`src/rtl/dhti_pkg.sv`:
```
// Shared types and constants of the degree-hour table interpolator.
`timescale 1ns / 1ps
`default_nettype none

package dhti_pkg;

  localparam int unsigned TEMP_W = 16;
  localparam int unsigned DH_W = 24;
  localparam int unsigned OUT_W = 16;
  localparam int unsigned DAYS_W = 5;
  localparam int unsigned DIVR_W = 9;
  localparam int unsigned PROD_W = 40;

  localparam int unsigned DIV_QW = 24;
  localparam int unsigned DIV_DW = 16;

  localparam logic [DIVR_W-1:0] HOURS_PER_HALF_DAY = 9'd12;
  localparam logic [OUT_W-1:0] OUT_MAX = 16'hFFFF;

  localparam logic OP_WRITE = 1'b0;
  localparam logic OP_QUERY = 1'b1;

  typedef struct packed {
    logic [TEMP_W-1:0] base;
    logic [DH_W-1:0]   day_dh;
    logic [DH_W-1:0]   night_dh;
  } entry_t;

  typedef struct packed {
    logic ld_first;
    logic ld_last;
    logic ld_scan;
    logic calc;
  } chan_ctl_t;

endpackage

`default_nettype wire

```
`src/rtl/degree_hour_table_interpolator.sv`:
```
// Top level of the degree-hour table interpolator.
`timescale 1ns / 1ps
`default_nettype none

// Channel   Direction  Handshake                 Payload
// command   in         start_i, busy_o           operation_i, entry_*_i, balance_*_i,
//                                                days_in_period_i
// result    out        result_valid_o (strobe)   avg_day_deg_hours_o,
//                                                avg_night_deg_hours_o, error_o
//
// A command transfer happens on a rising edge with start_i high and busy_o low.
// A table write completes in its own transfer cycle and leaves busy_o low.
// A query with a zero day count returns its error result in the next cycle.
// Any other query streams the table through the single memory read port, then
// each channel forms the product and makes two divider runs, with hand-over
// states around them. Reset is asynchronous and active low; the table contents
// are not cleared by it. The result strobe lasts exactly one cycle and cannot be
// held off by the receiver.

module degree_hour_table_interpolator #(
  parameter int unsigned NUM_BINS = 8
) (
  input  wire logic        clk_i,
  input  wire logic        rst_ni,
  input  wire logic        start_i,
  output logic             busy_o,
  input  wire logic        operation_i,
  input  wire logic [2:0]  entry_index_i,
  input  wire logic [15:0] entry_base_temp_i,
  input  wire logic [23:0] entry_day_dh_i,
  input  wire logic [23:0] entry_night_dh_i,
  input  wire logic [15:0] balance_day_temp_i,
  input  wire logic [15:0] balance_night_temp_i,
  input  wire logic [4:0]  days_in_period_i,
  output logic             result_valid_o,
  output logic [15:0]      avg_day_deg_hours_o,
  output logic [15:0]      avg_night_deg_hours_o,
  output logic             error_o
);

  localparam int unsigned IDX_W = $clog2(NUM_BINS);
  localparam int unsigned STEP_W = $clog2(NUM_BINS + 2);

  localparam logic [1:0] S_IDLE = 2'd0;
  localparam logic [1:0] S_SCAN = 2'd1;
  localparam logic [1:0] S_CALC = 2'd2;

  logic [1:0]        state_q, state_d;
  logic [STEP_W-1:0] step_q;
  logic [15:0]       tday_q, tnight_q;
  logic [dhti_pkg::DIVR_W-1:0] divisor_q;
  logic              dflag_q, nflag_q;
  logic              valid_q;
  logic [15:0]       avg_day_q, avg_night_q;
  logic              err_q;

  logic              accept;
  logic              do_write, do_query, zero_days;
  logic [6:0]        widx;
  logic [IDX_W-1:0]  waddr, raddr;
  logic [STEP_W-1:0] step_m1;
  logic              scan_end, calc_end;
  dhti_pkg::entry_t  wdata, rdata;
  dhti_pkg::chan_ctl_t ctl;
  logic              day_done, night_done;
  logic [15:0]       day_res, night_res;

  assign busy_o = (state_q != S_IDLE);
  assign accept = start_i && !busy_o;

  // Writes beyond the table are dropped; the table is only written while idle,
  // so scan reads never meet a write to the same bin.
  assign widx      = 7'(entry_index_i);
  assign waddr     = widx[IDX_W-1:0];
  assign do_write  = accept && (operation_i == dhti_pkg::OP_WRITE)
                     && (32'(entry_index_i) < 32'(NUM_BINS));
  assign do_query  = accept && (operation_i == dhti_pkg::OP_QUERY);
  assign zero_days = (days_in_period_i == '0);

  always_comb begin
    wdata.base     = entry_base_temp_i;
    wdata.day_dh   = entry_day_dh_i;
    wdata.night_dh = entry_night_dh_i;
  end

  // Read order: first bin, last bin, then bins one upward to the last. Each
  // read's data arrives in the next cycle and is tagged by the step count.
  assign step_m1 = step_q - STEP_W'(1);
  always_comb begin
    if (step_q == '0) begin
      raddr = '0;
    end else if (step_q == STEP_W'(1)) begin
      raddr = IDX_W'(NUM_BINS - 1);
    end else begin
      raddr = step_m1[IDX_W-1:0];
    end
  end

  assign scan_end = (state_q == S_SCAN) && (step_q == STEP_W'(NUM_BINS + 1));

  always_comb begin
    ctl.ld_first = (state_q == S_SCAN) && (step_q == STEP_W'(1));
    ctl.ld_last  = (state_q == S_SCAN) && (step_q == STEP_W'(2));
    ctl.ld_scan  = (state_q == S_SCAN) && (step_q >= STEP_W'(3));
    ctl.calc     = scan_end;
  end

  // Both channels run the same schedule, so both done strobes arrive together.
  assign calc_end = (state_q == S_CALC) && (day_done || dflag_q) && (night_done || nflag_q);

  always_comb begin
    state_d = state_q;
    unique case (state_q)
      S_IDLE: if (do_query && !zero_days) state_d = S_SCAN;
      S_SCAN: if (scan_end) state_d = S_CALC;
      S_CALC: if (calc_end) state_d = S_IDLE;
      default: state_d = S_IDLE;
    endcase
  end

  always_ff @(posedge clk_i or negedge rst_ni) begin
    if (!rst_ni) begin
      state_q <= S_IDLE;
      step_q  <= '0;
      dflag_q <= 1'b0;
      nflag_q <= 1'b0;
      valid_q <= 1'b0;
    end else begin
      state_q <= state_d;
      valid_q <= (do_query && zero_days) || calc_end;
      if (state_q == S_SCAN) begin
        step_q <= step_q + STEP_W'(1);
      end else begin
        step_q <= '0;
      end
      if (calc_end) begin
        dflag_q <= 1'b0;
        nflag_q <= 1'b0;
      end else begin
        if (day_done) dflag_q <= 1'b1;
        if (night_done) nflag_q <= 1'b1;
      end
    end
  end

  always_ff @(posedge clk_i) begin
    if (do_query) begin
      tday_q    <= balance_day_temp_i;
      tnight_q  <= balance_night_temp_i;
      divisor_q <= dhti_pkg::DIVR_W'(days_in_period_i) * dhti_pkg::HOURS_PER_HALF_DAY;
    end
    if (do_query && zero_days) begin
      avg_day_q   <= '0;
      avg_night_q <= '0;
      err_q       <= 1'b1;
    end else if (calc_end) begin
      avg_day_q   <= day_res;
      avg_night_q <= night_res;
      err_q       <= 1'b0;
    end
  end

  dhti_table #(
    .NUM_BINS (NUM_BINS)
  ) u_table (
    .clk_i   (clk_i),
    .we_i    (do_write),
    .waddr_i (waddr),
    .wdata_i (wdata),
    .raddr_i (raddr),
    .rdata_o (rdata)
  );

  dhti_chan u_day (
    .clk_i     (clk_i),
    .rst_ni    (rst_ni),
    .temp_i    (tday_q),
    .base_i    (rdata.base),
    .dh_i      (rdata.day_dh),
    .ctl_i     (ctl),
    .divisor_i (divisor_q),
    .done_o    (day_done),
    .result_o  (day_res)
  );

  dhti_chan u_night (
    .clk_i     (clk_i),
    .rst_ni    (rst_ni),
    .temp_i    (tnight_q),
    .base_i    (rdata.base),
    .dh_i      (rdata.night_dh),
    .ctl_i     (ctl),
    .divisor_i (divisor_q),
    .done_o    (night_done),
    .result_o  (night_res)
  );

  assign result_valid_o        = valid_q;
  assign avg_day_deg_hours_o   = avg_day_q;
  assign avg_night_deg_hours_o = avg_night_q;
  assign error_o               = err_q;

endmodule

`default_nettype wire

```
`src/rtl/dhti_table.sv`:
```
// Bin table memory with one write port and one registered read port.
`timescale 1ns / 1ps
`default_nettype none

module dhti_table #(
  parameter int unsigned NUM_BINS = 8
) (
  input  wire logic                        clk_i,
  input  wire logic                        we_i,
  input  wire logic [$clog2(NUM_BINS)-1:0] waddr_i,
  input  wire dhti_pkg::entry_t            wdata_i,
  input  wire logic [$clog2(NUM_BINS)-1:0] raddr_i,
  output dhti_pkg::entry_t                 rdata_o
);

  dhti_pkg::entry_t mem_q [NUM_BINS];
  dhti_pkg::entry_t rdata_q;

  always_ff @(posedge clk_i) begin
    if (we_i) begin
      mem_q[waddr_i] <= wdata_i;
    end
  end

  always_ff @(posedge clk_i) begin
    rdata_q <= mem_q[raddr_i];
  end

  assign rdata_o = rdata_q;

endmodule

`default_nettype wire

```
`src/rtl/dhti_div.sv`:
```
// Iterative restoring divider that retires two quotient bits per cycle.
`timescale 1ns / 1ps
`default_nettype none

module dhti_div (
  input  wire logic                          clk_i,
  input  wire logic                          rst_ni,
  input  wire logic                          start_i,
  input  wire logic [dhti_pkg::DIV_DW-1:0]   rem_i,
  input  wire logic [dhti_pkg::DIV_QW-1:0]   num_i,
  input  wire logic [dhti_pkg::DIV_DW-1:0]   den_i,
  output logic                               done_o,
  output logic [dhti_pkg::DIV_QW-1:0]        quo_o
);

  localparam int unsigned DW = dhti_pkg::DIV_DW;
  localparam int unsigned QW = dhti_pkg::DIV_QW;
  localparam int unsigned CNT_W = $clog2(QW / 2 + 1);

  logic [DW-1:0]    rem_q, rem_d;
  logic [QW-1:0]    quo_q, quo_d;
  logic [DW-1:0]    den_q;
  logic [CNT_W-1:0] cnt_q;
  logic             done_q;

  logic [DW:0]      r1, r2;
  logic             ge1, ge2;
  logic [DW-1:0]    n1;
  logic [DW:0]      n2;

  // Two dependent compare-and-subtract steps; the remainder stays below the divisor.
  always_comb begin
    r1 = {rem_q, quo_q[QW-1]};
    ge1 = (r1 >= {1'b0, den_q});
    n1 = ge1 ? DW'(r1 - {1'b0, den_q}) : r1[DW-1:0];
    r2 = {n1, quo_q[QW-2]};
    ge2 = (r2 >= {1'b0, den_q});
    n2 = ge2 ? (r2 - {1'b0, den_q}) : r2;
    rem_d = n2[DW-1:0];
    quo_d = {quo_q[QW-3:0], ge1, ge2};
  end

  always_ff @(posedge clk_i or negedge rst_ni) begin
    if (!rst_ni) begin
      cnt_q  <= '0;
      done_q <= 1'b0;
    end else begin
      done_q <= (cnt_q == CNT_W'(1));
      if (start_i) begin
        cnt_q <= CNT_W'(QW / 2);
      end else if (cnt_q != '0) begin
        cnt_q <= cnt_q - CNT_W'(1);
      end
    end
  end

  always_ff @(posedge clk_i) begin
    if (start_i) begin
      rem_q <= rem_i;
      quo_q <= num_i;
      den_q <= den_i;
    end else if (cnt_q != '0) begin
      rem_q <= rem_d;
      quo_q <= quo_d;
    end
  end

  assign done_o = done_q;
  assign quo_o  = quo_q;

endmodule

`default_nettype wire

```
`src/rtl/dhti_chan.sv`:
```
// One channel: bin match during the table scan, interpolation and scaling.
`timescale 1ns / 1ps
`default_nettype none

module dhti_chan (
  input  wire logic                          clk_i,
  input  wire logic                          rst_ni,
  input  wire logic [dhti_pkg::TEMP_W-1:0]   temp_i,
  input  wire logic [dhti_pkg::TEMP_W-1:0]   base_i,
  input  wire logic [dhti_pkg::DH_W-1:0]     dh_i,
  input  wire dhti_pkg::chan_ctl_t           ctl_i,
  input  wire logic [dhti_pkg::DIVR_W-1:0]   divisor_i,
  output logic                               done_o,
  output logic [dhti_pkg::OUT_W-1:0]         result_o
);

  localparam int unsigned TW = dhti_pkg::TEMP_W;
  localparam int unsigned DHW = dhti_pkg::DH_W;
  localparam int unsigned PW = dhti_pkg::PROD_W;
  localparam int unsigned DW = dhti_pkg::DIV_DW;
  localparam int unsigned QW = dhti_pkg::DIV_QW;

  localparam logic [2:0] C_IDLE = 3'd0;
  localparam logic [2:0] C_MUL  = 3'd1;
  localparam logic [2:0] C_D1GO = 3'd2;
  localparam logic [2:0] C_D1WT = 3'd3;
  localparam logic [2:0] C_D2GO = 3'd4;
  localparam logic [2:0] C_D2WT = 3'd5;

  logic [2:0]     state_q, state_d;
  logic           found_q;
  logic           done_q;
  logic [TW-1:0]  prev_b_q;
  logic [DHW-1:0] prev_d_q;
  logic [DHW-1:0] d0_q;
  logic [DHW-1:0] mag_q;
  logic           neg_q;
  logic [TW-1:0]  tb_q;
  logic [TW-1:0]  den_q;
  logic [PW-1:0]  prod_q;
  logic [DHW-1:0] total_q;
  logic [dhti_pkg::OUT_W-1:0] res_q;

  logic           t_le_base, t_ge_base, in_bin;
  logic [DHW:0]   diff;
  logic [DHW:0]   diff_abs;
  logic [TW:0]    tb_full, den_full;

  logic           div_start, div_done;
  logic [DW-1:0]  div_rem, div_den;
  logic [QW-1:0]  div_num, div_quo;

  always_comb begin
    t_le_base = ($signed(temp_i) <= $signed(base_i));
    t_ge_base = ($signed(temp_i) >= $signed(base_i));
    in_bin    = ($signed(temp_i) > $signed(prev_b_q)) && t_le_base;
    diff      = {1'b0, dh_i} - {1'b0, prev_d_q};
    diff_abs  = diff[DHW] ? ((DHW+1)'(0) - diff) : diff;
    tb_full   = {temp_i[TW-1], temp_i} - {prev_b_q[TW-1], prev_b_q};
    den_full  = {base_i[TW-1], base_i} - {prev_b_q[TW-1], prev_b_q};
  end

  // Capture of the interpolation points while the table streams past.
  always_ff @(posedge clk_i or negedge rst_ni) begin
    if (!rst_ni) begin
      found_q <= 1'b0;
    end else if (ctl_i.ld_first) begin
      found_q <= t_le_base;
    end else if (ctl_i.ld_last && !found_q && t_ge_base) begin
      found_q <= 1'b1;
    end else if (ctl_i.ld_scan && !found_q && in_bin) begin
      found_q <= 1'b1;
    end
  end

  always_ff @(posedge clk_i) begin
    if (ctl_i.ld_first) begin
      prev_b_q <= base_i;
      prev_d_q <= dh_i;
      d0_q     <= t_le_base ? dh_i : '0;
      mag_q    <= '0;
      neg_q    <= 1'b0;
      tb_q     <= '0;
      den_q    <= TW'(1);
    end else if (ctl_i.ld_last) begin
      if (!found_q && t_ge_base) begin
        d0_q <= dh_i;
      end
    end else if (ctl_i.ld_scan) begin
      prev_b_q <= base_i;
      prev_d_q <= dh_i;
      if (!found_q && in_bin) begin
        d0_q  <= prev_d_q;
        mag_q <= diff_abs[DHW-1:0];
        neg_q <= diff[DHW];
        tb_q  <= tb_full[TW-1:0];
        den_q <= den_full[TW-1:0];
      end
    end
  end

  always_comb begin
    state_d = state_q;
    unique case (state_q)
      C_IDLE: if (ctl_i.calc) state_d = C_MUL;
      C_MUL:  state_d = C_D1GO;
      C_D1GO: state_d = C_D1WT;
      C_D1WT: if (div_done) state_d = C_D2GO;
      C_D2GO: state_d = C_D2WT;
      C_D2WT: if (div_done) state_d = C_IDLE;
      default: state_d = C_IDLE;
    endcase
  end

  always_ff @(posedge clk_i or negedge rst_ni) begin
    if (!rst_ni) begin
      state_q <= C_IDLE;
      done_q  <= 1'b0;
    end else begin
      state_q <= state_d;
      done_q  <= (state_q == C_D2WT) && div_done;
    end
  end

  always_ff @(posedge clk_i) begin
    if (state_q == C_MUL) begin
      prod_q <= PW'(mag_q) * PW'(tb_q);
    end
    if (state_q == C_D1WT && div_done) begin
      total_q <= neg_q ? (d0_q - div_quo) : (d0_q + div_quo);
    end
    if (state_q == C_D2WT && div_done) begin
      res_q <= (div_quo[QW-1:dhti_pkg::OUT_W] != '0) ? dhti_pkg::OUT_MAX
                                                     : div_quo[dhti_pkg::OUT_W-1:0];
    end
  end

  // The product over the bin width is below 2^24, so its upper bits start as remainder.
  always_comb begin
    div_start = (state_q == C_D1GO) || (state_q == C_D2GO);
    if (state_q == C_D2GO) begin
      div_rem = '0;
      div_num = total_q;
      div_den = DW'(divisor_i);
    end else begin
      div_rem = prod_q[PW-1:QW];
      div_num = prod_q[QW-1:0];
      div_den = den_q;
    end
  end

  dhti_div u_div (
    .clk_i   (clk_i),
    .rst_ni  (rst_ni),
    .start_i (div_start),
    .rem_i   (div_rem),
    .num_i   (div_num),
    .den_i   (div_den),
    .done_o  (div_done),
    .quo_o   (div_quo)
  );

  assign done_o   = done_q;
  assign result_o = res_q;

endmodule

`default_nettype wire

```
`config.mk`:
```
export PLATFORM = sky130hd
export DESIGN_NAME = degree_hour_table_interpolator
export DESIGN_NICKNAME = d
export VERILOG_FILES = /design/src/rtl/dhti_pkg.sv /design/src/rtl/degree_hour_table_interpolator.sv /design/src/rtl/dhti_table.sv /design/src/rtl/dhti_div.sv /design/src/rtl/dhti_chan.sv
export SDC_FILE = /design/constraint.sdc
export NUM_CORES = 2
export LEC_CHECK = 0
export BUFFER_PORTS_ARGS = -buffer_cell sky130_fd_sc_hd__clkbuf_2
export CAP_MARGIN = 20
export CORE_MARGIN = 2
export CORE_UTILIZATION = 30
export DETAILED_ROUTE_END_ITERATION = 16
export MAX_ROUTING_LAYER = met4
export PLACE_DENSITY = 0.4
export SLEW_MARGIN = 30
export SYNTH_ARGS = -nofsm -noshare
export SYNTH_HDL_FRONTEND = slang
export SYNTH_HIERARCHICAL = 1
export SYNTH_SLANG_ARGS = --single-unit
```
`constraint.sdc`:
```
create_clock -name clk_i -period 9.8 [get_ports clk_i]
set_input_delay 0.98 -clock clk_i [delete_from_list [all_inputs] [get_ports clk_i]]
set_output_delay 0.98 -clock clk_i [all_outputs]
set_load 0.01 [all_outputs]
```
==> impl_metrics.json <==
{
  "run_status": "completed",
  "design.die.area_mm2": 0.2803,
  "cell_area_after_synthesis_mm2": 0.08281,
  "multi_input_comb_area_mm2": 0.04449,
  "ctsRootBufferMaster": "clkbuf_16",
  "clock_sinks": 1191,
  "first_global_vias": 55914,
  "drc": 0,
  "cts.clk_slew.worst_paths_ns": 0.06,
  "adder_cell_share_of_the_synthesized_area_pct": 22.65,
  "synth-simple-area-share_pct": 11.74,
  "post_layout_nonfiller_instances": 11278,
  "seq_area_frac_synth_pct": 40.46,
  "setup_viol": 0,
  "clock_skew_ns": 0.08607,
  "globalplace.congestion": 0.8704,
  "fp.dieH_um": 529.4,
  "post_dp_cell_area_mm2": 0.08782,
  "report.final.slew_viol_count": 0,
  "worst_slew_pin_slew_ns": 1.014,
  "htree_levels": 4,
  "grt.total_usage_pct": 17.97,
  "flow.area_growth_from_synthesis_pct": 12.20,
  "yosys_warnings": 6,
  "synth-main-ff-cell": "edfxtp_1",
  "worstSetupEndpointType": "register",
  "post_synth_mux_area_share_pct": 6.248,
  "routed-via-count": 54637,
  "grt_start_max_net_pins": 129,
  "antenna_found_initial": 44,
  "drtPass1Iterations": 5,
  "relSlewSlack_pct": 32.42,
  "core_area_mm2": 0.2741,
  "r2r_startpoint": "u_day/mag_q[5]",
  "clock_path_buffers": 4,
  "grt_use_met2_pct": 25.75,
  "io_buffers": 142,
  "complex_gate_fraction_of_the_synthesized_area_pct": 9.632,
  "grt_pass1_wl_um": 367800,
  "worst-endpoint-arrival_ns": 8.33,
  "dieWidth_um": 529.4,
  "detail-route-antenna-nets": 0,
  "critical_path.startpoint_type": "register",
  "post_cts_buffers": 0,
  "start_util_pct": 30.21,
  "finalHoldViolations": 0,
  "setup.worst_path.start": "u_day/mag_q[5]",
  "detail_route.iter0.violations": 3903,
  "worst-path-max-fanout": 17,
  "final-seq-area_mm2": 0.03351,
  "top_level_ports": 143,
  "layout.cell_area.non_filler_mm2": 0.09291,
  "achievable-frequency_mhz": 129.0,
  "n_fill_cell": 27570,
  "grt_met3_usage_pct": 3.050,
  "global_route.overflow_total": 0,
  "postSynth.asyncResetShare_pct": 2.435,
  "tritoncts": "yes",
  "post_cts_sizing_count": 0,
  "cellPowerDensity_mw_per_mm2": 250.0,
  "min_clock_period_post_route_ns": 7.753,
  "fin_tns_setup_ns": 0,
  "clk-insertion-delay-late_ns": 0.84,
  "post_synth_inst_count": 7352,
  "part_of_the_cycle_the_worst_path_needs_pct": 79.11,
  "critical_path_required_ns": 10.38,
  "gr-usage-met1_pct": 25.99,
  "post-dp-hpwl_um": 181500,
  "postSynthRegisterBits": 1191,
  "irDropWorstVdd_v": 0.0002267,
  "leakage_nw": 37.01,
  "worstSetupPathType": "register to register",
  "dp_cells": 10987,
  "cts_hold_buffers": 0,
  "rrSetupSlack_ns": 2.05,
  "worst_hold_slack_ns": 0.2562,
  "layout_commonest_cell": "inv_1",
  "route.final.wire_length_um": 245100,
  "synth-edff-count": 951,
  "final_net_count": 8688,
  "maxCapViolations": 0,
  "drive_gt1_share_pct": 12.72,
  "grt.busiest_layer": "met1",
  "rows": 192,
  "grt_setup_unrepaired": "false",
  "syn_area_per_cell_um2": 11.26,
  "final_cell_mix": "inv_1 (983), edfxtp_1 (951), nand2_1 (779)",
  "hold_class": "input pin to async pin",
  "post_synth_num_cell_types": 129,
  "post_drt_via_cell_ratio": 4.845,
  "synth_top_family_by_area": "adder cells",
  "wl_per_cell_um": 21.73,
  "cts_inserted_buffers": 151,
  "synthXorXnorAreaFrac_pct": 3.202
}
cell usage after synthesis (33+ instances only):
cell,n,area (um^2)
o21ai_0,140,700.7
fa_1,625,12510
inv_1,983,3690
or2_2,46,287.8
edfxtp_1,951,28560
o21a_1,53,397.9
buf_2,33,165.2
ha_1,499,6243
o211ai_1,36,270.3
mux4_2,128,2883
nor2_1,259,972.2
a21oi_1,368,1842
clkbuf_1,215,807.0
dfxtp_1,211,4224
xnor2_1,221,1936
a21o_1,101,758.2
nand2b_1,36,225.2
a31oi_1,38,237.7
nand4_1,81,506.7
nand3_1,68,340.3
xor2_1,79,691.9
mux2_2,192,2162
nand2_1,779,2924
a211oi_1,78,585.6
o31ai_1,50,375.4
nor2b_1,88,550.5
and2_1,347,2171
nor3_1,84,420.4
report_power, final:
part	total (mW)	switching [mW]	leakage [nW]	internal (mW)
Sequential	7.33	0.993	10.7	6.34
Combinational	10.3	6.16	23.8	4.15
Clock	5.58	2.21	2.43	3.38
sequential cells by signal, indices dropped and copies added, names as in the netlist, 40 cells and up:
| name | count |
|---|---|
| u_day/prod_q | 40 |
| u_night/prod_q | 40 |
| u_table/mem_q | 512 |
| u_table/rdata_o | 64 |
cell families after synthesis:
kind of cell,after synthesis
and+or+nand+nor,1958
AOI/OAI and AO/OA,1166
DFF,1191
xor gates and xnor gates,301
adders and majority gates,1124
buffers and inverters,1279
muxes,332
other,1
metal layers:
metal  vias up  routed length, um  part of all wire (%)
li1      25599                  -                     -
met4         0               6493                   2.6
met1     27563             120900                    49
met3       275              13290                   5.4
met5         -                  0                     0
met2      1200             104400                    43
path summary, 6_finish.rpt:
path / endpoint / depth (start not counted)
hold / removal: state_q[0] / 2
max in group asynchronous: u_night/found_q / 2
hold reg to reg: u_day/prev_d_q[0] / 0
setup reg to reg: u_day/prod_q[38] / 23
min in group clk_i: u_table/mem_q[5][16] / 1
setup / recovery: u_day/prod_q[38] / 23
through the flow:
| step | total power [mW] | setup slack [ns] | utilization (%) |
|---|---|---|---|
| floorplan | 14.36 | 2.948 | - |
| global placement | 17.80 | 1.821 | 32.02 |
| detailed placement | 17.80 | 2.055 | 32.04 |
| CTS | 23.54 | 2.070 | 33.85 |
| global route | 24.86 | 1.677 | 33.89 |
| finish | 23.23 | 2.047 | 33.90 |
final cells by class:
cell class / instances / share of cell area [%]
diodes: 23 / 0.06195
clock buffers: 200 / 4.541
clock inverters: 66 / 0.8040
inverters: 984 / 3.975
multi-input cells: 4885 / 47.89
flip-flops and latches: 1191 / 36.07
well taps: 3686 / 4.964
repair buffers: 243 / 1.698
worst max-delay path: stages, from the launching register on:
cell	delay [ns]
dfxtp_1	0.87
nand2_1	0.18
fa_1	0.56
inv_1	0.05
fa_1	0.50
inv_1	0.05
fa_1	0.49
inv_1	0.06
fa_1	0.50
fa_1	0.55
inv_1	0.06
fa_1	0.52
inv_1	0.04
ha_1	0.36
and4_1	0.29
inv_1	0.07
or4b_1	0.55
a21oi_1	0.49
nand4_1	0.25
a311oi_1	0.29
o21a_1	0.17
o21ai_1	0.08
nor4b_1	0.16
or3_1	0.38
(Power assumes the default switching activity.)
